### src/rtl/mhp_pkg.sv
// Shared constants, types and field-layout functions for the 802.15.4 MAC header parser.
package mhp_pkg;

  // Frame length limits.
  localparam int MAX_FRAME_BYTES = 127;
  localparam int MIN_FRAME_BYTES = 11;
  localparam int POS_W           = $clog2(MAX_FRAME_BYTES + 1);

  // Header layout widths: offsets and the end mark fit below 32, lengths below 16.
  localparam int LAY_W = 5;
  localparam int LEN_W = 4;

  localparam logic [LAY_W-1:0] FIRST_ADDR_OFFSET = LAY_W'(3);
  localparam logic [LEN_W-1:0] LONG_ADDR_BYTES   = LEN_W'(8);
  localparam logic [LEN_W-1:0] SHORT_ADDR_BYTES  = LEN_W'(2);
  localparam logic [LEN_W-1:0] PAN_ID_BYTES      = LEN_W'(2);

  // Byte positions of the fixed header fields.
  localparam logic [POS_W-1:0] POS_FC_LOW  = POS_W'(0);
  localparam logic [POS_W-1:0] POS_FC_HIGH = POS_W'(1);
  localparam logic [POS_W-1:0] POS_SEQ     = POS_W'(2);

  // Addressing mode code for a long (extended) address.
  localparam logic [1:0] ADDR_MODE_LONG = 2'd3;

  // Frame type codes.
  localparam logic [2:0] FT_BEACON  = 3'd0;
  localparam logic [2:0] FT_DATA    = 3'd1;
  localparam logic [2:0] FT_ACK     = 3'd2;
  localparam logic [2:0] FT_COMMAND = 3'd3;

  // Result status codes.
  localparam logic [1:0] STATUS_OK    = 2'd0;
  localparam logic [1:0] STATUS_SHORT = 2'd1;
  localparam logic [1:0] STATUS_TRUNC = 2'd2;

  // Where each addressing field sits in the frame; a zero length means absent.
  typedef struct packed {
    logic [LAY_W-1:0] dp_off;
    logic [LEN_W-1:0] dp_len;
    logic [LAY_W-1:0] da_off;
    logic [LEN_W-1:0] da_len;
    logic [LAY_W-1:0] sp_off;
    logic [LEN_W-1:0] sp_len;
    logic [LAY_W-1:0] sa_off;
    logic [LEN_W-1:0] sa_len;
    logic [LAY_W-1:0] end_pos;
  } layout_t;

  // Address length in bytes for an addressing mode.
  function automatic logic [LEN_W-1:0] addr_len(logic [1:0] mode);
    return (mode == ADDR_MODE_LONG) ? LONG_ADDR_BYTES : SHORT_ADDR_BYTES;
  endfunction

  // Derive the addressing field layout from the frame control word.
  function automatic layout_t make_layout(logic [15:0] fc);
    layout_t          l;
    logic [LAY_W-1:0] pos;
    l   = '0;
    pos = FIRST_ADDR_OFFSET;
    case (fc[2:0]) inside
      FT_BEACON: begin
        l.sp_off = pos;
        l.sp_len = PAN_ID_BYTES;
        pos      = pos + LAY_W'(PAN_ID_BYTES);
        l.sa_off = pos;
        l.sa_len = addr_len(fc[15:14]);
        pos      = pos + LAY_W'(l.sa_len);
      end
      FT_DATA, FT_COMMAND: begin
        l.dp_off = pos;
        l.dp_len = PAN_ID_BYTES;
        pos      = pos + LAY_W'(PAN_ID_BYTES);
        l.da_off = pos;
        l.da_len = addr_len(fc[11:10]);
        pos      = pos + LAY_W'(l.da_len);
        // Intra-PAN frames omit the source PAN id.
        if (!fc[6]) begin
          l.sp_off = pos;
          l.sp_len = PAN_ID_BYTES;
          pos      = pos + LAY_W'(PAN_ID_BYTES);
        end
        l.sa_off = pos;
        l.sa_len = addr_len(fc[15:14]);
        pos      = pos + LAY_W'(l.sa_len);
      end
      default: begin
      end
    endcase
    l.end_pos = pos;
    return l;
  endfunction

  // Drop byte b into its little-endian lane when position p lies inside the field.
  function automatic logic [63:0] put_byte(logic [63:0] fld, logic [POS_W-1:0] p,
                                           logic [LAY_W-1:0] off, logic [LEN_W-1:0] len,
                                           logic [7:0] b);
    logic [63:0] r;
    r = fld;
    for (int k = 0; k < 8; k++) begin
      if ((LEN_W'(k) < len) && (p == POS_W'(off) + POS_W'(k))) begin
        r[8*k +: 8] = b;
      end
    end
    return r;
  endfunction

endpackage

### src/rtl/mhp_if.sv
// Valid/ready channel interfaces for the frame byte input and the header result output.
interface mhp_in_if;
  logic       valid;
  logic       ready;
  logic [7:0] frame_byte;
  logic       last_byte;

  modport source (output valid, output frame_byte, output last_byte, input ready);
  modport sink   (input valid, input frame_byte, input last_byte, output ready);
endinterface

interface mhp_out_if;
  logic        valid;
  logic        ready;
  logic [1:0]  status;
  logic [15:0] frame_control;
  logic [2:0]  frame_type;
  logic [7:0]  seq_number;
  logic [15:0] dst_pan;
  logic [63:0] dst_address;
  logic [15:0] src_pan;
  logic [63:0] src_address;

  modport source (output valid, output status, output frame_control, output frame_type,
                  output seq_number, output dst_pan, output dst_address,
                  output src_pan, output src_address, input ready);
  modport sink   (input valid, input status, input frame_control, input frame_type,
                  input seq_number, input dst_pan, input dst_address,
                  input src_pan, input src_address, output ready);
endinterface

### src/rtl/ieee802154_mac_header_parser_top.sv
// Top level of the 802.15.4 MAC header parser: byte-wise field capture and result register.
// Throughput: one frame byte per cycle, sustained while results are taken as they appear.
// Latency: the result appears in the cycle after the last byte's transaction.
// Rate is set by the single capture stage feeding the one-deep result register;
// a new byte is taken whenever that register is empty or being drained.
// Reset (rst, synchronous) clears the frame state and empties the result register.
module ieee802154_mac_header_parser_top (
  input logic       clk,
  input logic       rst,
  mhp_in_if.sink    frame_bytes,
  mhp_out_if.source header
);
  import mhp_pkg::*;

  // Frame state.
  logic [POS_W-1:0] byte_position, byte_position_next;
  logic [15:0]      control_word, control_word_next;
  logic [7:0]       sequence_byte, sequence_byte_next;
  logic [15:0]      dst_pan_reg, dst_pan_reg_next;
  logic [63:0]      dst_address_reg, dst_address_reg_next;
  logic [15:0]      src_pan_reg, src_pan_reg_next;
  logic [63:0]      src_address_reg, src_address_reg_next;

  // Result register.
  logic        out_valid;
  logic [1:0]  status, status_next;
  logic [15:0] frame_control, frame_control_next;
  logic [7:0]  seq_number, seq_number_next;
  logic [15:0] dst_pan, dst_pan_next;
  logic [63:0] dst_address, dst_address_next;
  logic [15:0] src_pan, src_pan_next;
  logic [63:0] src_address, src_address_next;

  logic    accept;
  layout_t cap_layout;
  layout_t end_layout;
  logic    in_range;
  logic [63:0] dp_wide, sp_wide;

  // Take a byte whenever the result register can hold a new result.
  assign frame_bytes.ready = !out_valid || header.ready;
  assign accept            = frame_bytes.valid && frame_bytes.ready;

  // Field capture at the current byte position.
  always_comb begin
    cap_layout = make_layout(control_word);
    in_range   = byte_position < POS_W'(MAX_FRAME_BYTES);

    byte_position_next   = byte_position;
    control_word_next    = control_word;
    sequence_byte_next   = sequence_byte;
    dst_pan_reg_next     = dst_pan_reg;
    dst_address_reg_next = dst_address_reg;
    src_pan_reg_next     = src_pan_reg;
    src_address_reg_next = src_address_reg;

    dp_wide = put_byte({48'd0, dst_pan_reg}, byte_position, cap_layout.dp_off,
                       cap_layout.dp_len, frame_bytes.frame_byte);
    sp_wide = put_byte({48'd0, src_pan_reg}, byte_position, cap_layout.sp_off,
                       cap_layout.sp_len, frame_bytes.frame_byte);

    if (in_range) begin
      if (byte_position == POS_FC_LOW) begin
        control_word_next[7:0] = frame_bytes.frame_byte;
      end else if (byte_position == POS_FC_HIGH) begin
        control_word_next[15:8] = frame_bytes.frame_byte;
      end else if (byte_position == POS_SEQ) begin
        sequence_byte_next = frame_bytes.frame_byte;
      end else begin
        dst_pan_reg_next     = dp_wide[15:0];
        dst_address_reg_next = put_byte(dst_address_reg, byte_position, cap_layout.da_off,
                                        cap_layout.da_len, frame_bytes.frame_byte);
        src_pan_reg_next     = sp_wide[15:0];
        src_address_reg_next = put_byte(src_address_reg, byte_position, cap_layout.sa_off,
                                        cap_layout.sa_len, frame_bytes.frame_byte);
      end
      byte_position_next = byte_position + POS_W'(1);
    end
  end

  // Result built from the state as it stands after this byte.
  always_comb begin
    end_layout         = make_layout(control_word_next);
    status_next        = STATUS_OK;
    frame_control_next = '0;
    seq_number_next    = '0;
    dst_pan_next       = '0;
    dst_address_next   = '0;
    src_pan_next       = '0;
    src_address_next   = '0;
    if (byte_position_next < POS_W'(MIN_FRAME_BYTES)) begin
      status_next = STATUS_SHORT;
    end else begin
      frame_control_next = control_word_next;
      seq_number_next    = sequence_byte_next;
      if (byte_position_next < POS_W'(end_layout.end_pos)) begin
        status_next = STATUS_TRUNC;
      end else begin
        dst_pan_next     = dst_pan_reg_next;
        dst_address_next = dst_address_reg_next;
        src_pan_next     = src_pan_reg_next;
        src_address_next = src_address_reg_next;
      end
    end
  end

  // Frame state: advance on each byte, clear after the last one.
  always_ff @(posedge clk) begin
    if (rst || (accept && frame_bytes.last_byte)) begin
      byte_position   <= '0;
      control_word    <= '0;
      sequence_byte   <= '0;
      dst_pan_reg     <= '0;
      dst_address_reg <= '0;
      src_pan_reg     <= '0;
      src_address_reg <= '0;
    end else if (accept) begin
      byte_position   <= byte_position_next;
      control_word    <= control_word_next;
      sequence_byte   <= sequence_byte_next;
      dst_pan_reg     <= dst_pan_reg_next;
      dst_address_reg <= dst_address_reg_next;
      src_pan_reg     <= src_pan_reg_next;
      src_address_reg <= src_address_reg_next;
    end
  end

  // Result register valid flag.
  always_ff @(posedge clk) begin
    if (rst) begin
      out_valid <= 1'b0;
    end else if (accept && frame_bytes.last_byte) begin
      out_valid <= 1'b1;
    end else if (header.ready) begin
      out_valid <= 1'b0;
    end
  end

  // Result register payload.
  always_ff @(posedge clk) begin
    if (accept && frame_bytes.last_byte) begin
      status        <= status_next;
      frame_control <= frame_control_next;
      seq_number    <= seq_number_next;
      dst_pan       <= dst_pan_next;
      dst_address   <= dst_address_next;
      src_pan       <= src_pan_next;
      src_address   <= src_address_next;
    end
  end

  assign header.valid         = out_valid;
  assign header.status        = status;
  assign header.frame_control = frame_control;
  assign header.frame_type    = frame_control[2:0];
  assign header.seq_number    = seq_number;
  assign header.dst_pan       = dst_pan;
  assign header.dst_address   = dst_address;
  assign header.src_pan       = src_pan;
  assign header.src_address   = src_address;

endmodule

### src/flat_wrapper.sv
// flat-port wrapper written by rule: the top's interface ports become plain ports
module ieee802154_mac_header_parser_top_flat import mhp_pkg::*;
  (clk, rst, frame_bytes_valid, frame_bytes_frame_byte, frame_bytes_last_byte, frame_bytes_ready, header_valid, header_status, header_frame_control, header_frame_type, header_seq_number, header_dst_pan, header_dst_address, header_src_pan, header_src_address, header_ready);
  mhp_in_if frame_bytes_i ();
  mhp_out_if header_i ();
  input logic clk;
  input logic rst;
  input wire logic [$bits(frame_bytes_i.valid)-1:0] frame_bytes_valid;
  input wire logic [$bits(frame_bytes_i.frame_byte)-1:0] frame_bytes_frame_byte;
  input wire logic [$bits(frame_bytes_i.last_byte)-1:0] frame_bytes_last_byte;
  output wire logic [$bits(frame_bytes_i.ready)-1:0] frame_bytes_ready;
  output wire logic [$bits(header_i.valid)-1:0] header_valid;
  output wire logic [$bits(header_i.status)-1:0] header_status;
  output wire logic [$bits(header_i.frame_control)-1:0] header_frame_control;
  output wire logic [$bits(header_i.frame_type)-1:0] header_frame_type;
  output wire logic [$bits(header_i.seq_number)-1:0] header_seq_number;
  output wire logic [$bits(header_i.dst_pan)-1:0] header_dst_pan;
  output wire logic [$bits(header_i.dst_address)-1:0] header_dst_address;
  output wire logic [$bits(header_i.src_pan)-1:0] header_src_pan;
  output wire logic [$bits(header_i.src_address)-1:0] header_src_address;
  input wire logic [$bits(header_i.ready)-1:0] header_ready;
  assign frame_bytes_i.valid = frame_bytes_valid;
  assign frame_bytes_i.frame_byte = frame_bytes_frame_byte;
  assign frame_bytes_i.last_byte = frame_bytes_last_byte;
  assign frame_bytes_ready = frame_bytes_i.ready;
  assign header_valid = header_i.valid;
  assign header_status = header_i.status;
  assign header_frame_control = header_i.frame_control;
  assign header_frame_type = header_i.frame_type;
  assign header_seq_number = header_i.seq_number;
  assign header_dst_pan = header_i.dst_pan;
  assign header_dst_address = header_i.dst_address;
  assign header_src_pan = header_i.src_pan;
  assign header_src_address = header_i.src_address;
  assign header_i.ready = header_ready;
  ieee802154_mac_header_parser_top u_core (.clk(clk), .rst(rst), .frame_bytes(frame_bytes_i), .header(header_i));
endmodule
### config.mk
export PLATFORM = sky130hd
export DESIGN_NAME = ieee802154_mac_header_parser_top_flat
export DESIGN_NICKNAME = d
export VERILOG_FILES = /design/src/rtl/mhp_pkg.sv /design/src/rtl/mhp_if.sv /design/src/rtl/ieee802154_mac_header_parser_top.sv /design/src/flat_wrapper.sv
export SDC_FILE = /design/constraint.sdc
export NUM_CORES = 1
export LEC_CHECK = 0
export BUFFER_PORTS_ARGS = -buffer_cell sky130_fd_sc_hd__buf_4
export CORE_MARGIN = 2
export CORE_UTILIZATION = 50
export CTS_BUF_LIST = sky130_fd_sc_hd__clkbuf_4 sky130_fd_sc_hd__clkbuf_8
export DETAILED_ROUTE_END_ITERATION = 16
export PLACE_DENSITY = 0.7
export SYNTH_ARGS = -nofsm -noshare
export SYNTH_HDL_FRONTEND = slang
export SYNTH_SLANG_ARGS = --single-unit
### constraint.sdc
create_clock -name clk -period 18 [get_ports clk]
set_input_delay 3.6 -clock clk [delete_from_list [all_inputs] [get_ports clk]]
set_output_delay 3.6 -clock clk [all_outputs]
set_load 0.05 [all_outputs]
======== After elaboration in Yosys (flattened, before gate mapping) ========
Cells that the tools add are included.
storage, ports and cells
  bits in latches ......................... 0
  word-level logic and storage cells ...... 186
  bits in read-only memories .............. 0
  memories kept ........................... 0
  output and inout bits ................... 191
  flip-flop bits (word level) ............. 378
  input port bits ......................... 13
  bits in writable memories ............... 0
cells by class
  eq/ne operators ......................... 30
  add/sub/neg operators ................... 23
  shift-type cells ........................ 0
  multiplexer cells ....................... 63
  order comparisons ....................... 23
  div/mod/pow operators ................... 0
  bitwise operators ....................... 0
  multipliers ............................. 0
  reduce and logical (&&, ||, !) cells .... 32
operators with widths
  kind                                                                          count
  64-bit two-way mux                                                            8
  8-bit two-way mux                                                             27
  16-bit two-way mux                                                            9
  7-bit == test                                                                 16
  5-bit by 3-bit adder with 6-bit output (second input constant)                8
  18-bit two-way mux                                                            2
  1-bit by 4-bit less-than comparator with 1-bit output (first input constant)  8
  3-bit by 4-bit less-than comparator with 1-bit output (first input constant)  8
  15-bit two-way mux                                                            2
  5-bit two-way mux                                                             6
  5-bit by 2-bit adder with 6-bit output (second input constant)                4
  1-bit logical AND                                                             22
  7-bit by 5-bit == test with 1-bit output                                      3
  5-bit by 1-bit adder with 6-bit output (second input constant)                3
  2-bit by 4-bit less-than comparator with 1-bit output (first input constant)  4
  4-bit two-way mux                                                             4
  3-bit by 4-bit adder with 5-bit output (first input constant)                 3
  5-bit by 2-bit adder with 5-bit output (second input constant)                2
  9-bit two-way mux                                                             1
  2-bit == test (second input constant)                                         4
  7-bit by 1-bit adder with 7-bit output (second input constant)                1
  7-bit by 1-bit == test with 1-bit output (second input constant)              1
  7-bit by 2-bit == test with 1-bit output                                      1
  7-bit by 2-bit == test with 1-bit output (second input constant)              1
  other kinds (16)                                                              23

======== Longest topological paths before layout ========
  depth in word-level cells ............... 16
  mapped depth ............................ 20
  depth with buffers taken out ............ 16

======== Worst setup path after synthesis ========
Ideal clock, no wire load.
  kind .................................... input port to flip-flop
  start point ............................. input header_ready
  end point ............................... register u_core.byte_position[2]
  buffers on the path ..................... 3
  stages .................................. 9
  data required time ...................... 17.872 ns
  setup slack ............................. 8.576 ns
  arrival ................................. 9.296 ns
  library setup time ...................... 0.128 ns
  cells stage by stage .................... nand2b_1 -> and2_1 -> nand2_1 -> inv_1 -> or2_2 -> clkbuf_1 -> clkbuf_1 -> buf_1 -> nor2_1
on the way
  longest elaborated chain between the ends .. 4
RTL lines
  what                  RTL line                                 RTL
  start, declared       flat_wrapper.sv:21                       input wire logic [$bits(header_i.ready)-1:0] header_ready;
  1-bit logical OR *    ieee802154_mac_header_parser_top.sv:41   assign frame_bytes.ready = !out_valid || header.ready;
  1-bit logical AND *   ieee802154_mac_header_parser_top.sv:42   assign accept = frame_bytes.valid && frame_bytes.ready;
  1-bit logical AND     ieee802154_mac_header_parser_top.sv:109  if (rst || (accept && frame_bytes.last_byte)) begin
  1-bit logical OR      ieee802154_mac_header_parser_top.sv:109
  end signal, assigned  ieee802154_mac_header_parser_top.sv:118  byte_position <= byte_position_next;
  end, declared         ieee802154_mac_header_parser_top.sv:16   logic [POS_W-1:0] byte_position, byte_position_next;
Mark *: on every way between the ends. The rest lies on a longest branch, timed or not.
A chain may end at the register's enable or synchronous reset.

======== Worst setup path after layout ========
  start point ............................. input header_ready
  end point ............................... output frame_bytes_ready
on the way
  longest elaborated chain between the ends .. 1
RTL lines
  what              RTL line                                RTL
  1-bit logical OR  ieee802154_mac_header_parser_top.sv:41
  end, declared     flat_wrapper.sv:11                      output wire logic [$bits(frame_bytes_i.ready)-1:0] frame_bytes_ready;
No other way between the ends.

==> summary.md <==
| Metric | Value |
|---|---|
| Residual DRC count | `0` |
| Core area | `33700 sq um` |
| Depth of the CTS H-tree | `2` |
| Die Y | `189 um` |
| Antenna violations before repair | `0` |
| Final hold slack | `0.451 ns` |
| Main synth FF type | `dfxtp_1` |
| 1st-iter DRT viols | `1150` |
| Diode count | `0` |
| VDD IR max | `0.0559 mV` |
| P_leak | `7.51 nW` |
| Via count | `12700` |
| RSZ-0062 raised after global routing | `no` |
| GPL Wtd Cong | `0.885` |
| Layout Nets | `1832` |
| Wire length per cell | `18.6 um` |
| Top cells by area, synth | `edfxtp_1 32%, dfxtp_1 22%, mux2i_1 15%` |
| Detailed Route WL | `42700 um` |
| Count of cell types in the netlist | `75` |
| Setup TNS | `0 ns` |
| Most frequent cells in the layout | `265 x nor2_1, 250 x mux2i_1, 217 x buf_4, 192 x dfxtp_1, 186 x edfxtp_1` |
| Largest net degree at the start of global routing | `119` |
| Worst path arrival time | `4.12 ns` |
| Most frequent CP cell | `buf_4` |
| DPL Wire Length | `25700 um` |
| Hold crit path type | `reg2reg` |
| Measured slew at the worst slew-check pin | `1.17 ns` |
| CP Class | `in2out` |
| Core Rows | `67` |
| Crit-path max FO | `4` |
| Setup bufs post-CTS | `0` |
| Sequential fraction of the synthesis area | `0.548` |
| Hold path start | `u_core.dst_address_reg[24]` |
| CTS tree | `yes` |
| Die ar. | `35900 sq um` |
| Detailed Routing Iterations Pass 1 | `5` |
| Synth Net Count | `1685` |
| TritonCTS Buffers | `59` |
| Area delta synth->final | `16.4%` |
| Vias in the first global route | `12100` |
| Starting Density | `0.510` |
| Vias per std cell | `5.54` |
| Critical path data required time | `14.40 ns` |
| Number of synthesized flops with an enable pin | `186` |
| CP bufs+invs | `2` |
| Post-CTS Resized | `0` |
| Root Buffer | `clkbuf_8` |
| Worst-path cell chain | `buf_4 > nand2b_1 > buf_4` |
| Die width | `189 um` |
| Avg Cell Area, Syn | `10.4 sq um` |
| Clk buf depth | `3` |
| CTS Sinks | `378` |
| Final hold violation count | `0` |
| Pwr dens | `92.2 nW/um^2` |
| Share of cells above drive strength 1 | `0.190` |
| Hold-fix buffers, CTS | `0` |
| First-pass GRT wire length | `67300 um` |
| Final worst path period share | `0.429` |
| Asr flop ratio synth | `0` |
| Max-slew violation count | `0` |
| Cell taking the most area after synthesis | `edfxtp_1` |
| Max_cap viols | `0` |
| Min cycle time layout | `7.72 ns` |
| Skew-Pair Late Insertion Delay | `0.65 ns` |
| DRT antenna net count | `0` |
| Mapped cell area | `17200 sq um` |
| IO Pins | `204` |
| # setup viols final | `0` |
| GRT overflow | `0` |
| Normalized max-slew margin | `0.220` |
| CP endpoint kind | `primary output` |
| Yosys top cell area share | `0.325` |
| Gate Count Post-Synth | `1651` |
| Synthesized flop and latch total | `378` |
| Syn. warnings | `0` |
| Reg2reg start | `u_core.byte_position[1]` |
| Most common cell after layout, fill and taps aside | `nor2_1` |
| CP Launch Point | `header_ready` |
| GRT Util Overall | `0.236` |
| IO buf count | `203` |
| CP max stage cell | `buf_4` |
| Non-Filler Instances | `2297` |
| CP Launch Type | `input port` |
| Dpl cells | `2185` |
| FMAX | `0.130 GHz` |
| Crit-path max cell delay | `0.22 ns` |
| Clock Pin Slew Worst Setup and Hold Paths | `0.06 ns` |
| Clk_skew | `0.0528 ns` |
| CP top delay family | `buffers and inverters` |
| Status | `finished, final reports clean` |
==> cell type report <==
type                    count  area (sq um)
flip-flops and latches    378          9430
repair buffers            217          1630
clock buffers              87          1080
clock inverters            25           128
multi-input cells        1128          7140
inverters                  14          57.6
well taps                 448           561
fillers                  2912         13700
==> cells in the mapped netlist, types with 3 or more instances <==
cell and number:
or2_2 3, o21ai_0 57, buf_6 3, nor2b_1 7, buf_2 28, o21ai_1 9, ha_1 19, and4_1 4
nor3_4 3, mux2i_1 250, inv_1 13, xor2_1 6, xnor2_1 18, and2_1 5, nor4_4 5, a31oi_1 4
a21oi_1 117, nor2_1 267, clkbuf_1 78, o211ai_1 9, a211oi_1 9, nor3_1 10, nand3_1 59, buf_4 11
or3_1 9, nand2_1 182, edfxtp_1 186, nand2b_1 8, and3_1 6, dfxtp_1 192, buf_1 10, nand4_1 10
==> tightest hold or removal path, cell delays in order, from the launching register on <==
cell and delay, ns:
dfxtp_1 0.31, nand2_1 0.05, a21oi_1 0.05
==> layer usage <==
layer  vias up  GRT usage  routed length, um
met2       452      0.367              19100
met4         0     0.0716                990
met5         -          0                  0
li1       6078          -                  -
met3        76     0.0441               2930
met1      6117      0.337              19700
==> metrics by stage <==
stage	power, mW	instance area, sq um	util	setup WS [ns]
finish	1.85	20000	0.594	10.28
global route	1.91	20000	0.594	10.25
floorplan	1.08	17200	-	8.58
CTS	1.86	20000	0.594	10.28
detailed placement	1.13	18800	0.558	10.28
global placement	1.13	18800	0.558	10.30
==> final timing paths <==
kind / end / slack, ns / cells after the start
worst max-delay path: frame_bytes_ready / 10.28 / 3
worst min-delay path: u_core.dst_address_reg[24] / 0.45 / 2
worst max register to register: u_core.header.src_address[39] / 12.30 / 14
worst min register to register: u_core.dst_address_reg[24] / 0.45 / 2
==> cell families (layout without fill, tap and decap cells) <==
group                      Yosys count  after routing  share of synthesized area
adders and majority gates           21             21                     0.0162
buffers and inverters              145            343                     0.0380
muxes                              251            251                      0.146
DFF                                378            378                      0.548
AOI/OAI and AO/OA                  224            224                     0.0725
xor gates and xnor gates            28             28                     0.0167
and+or+nand+nor                    604            604                      0.162
==> power by group <==
group          internal, mW  switching, mW
clock network         0.387          0.343
registers             0.917        0.00895
logic                0.0482          0.142
total                  1.35          0.494
No activity file was read; power rests on OpenSTA's default activity.
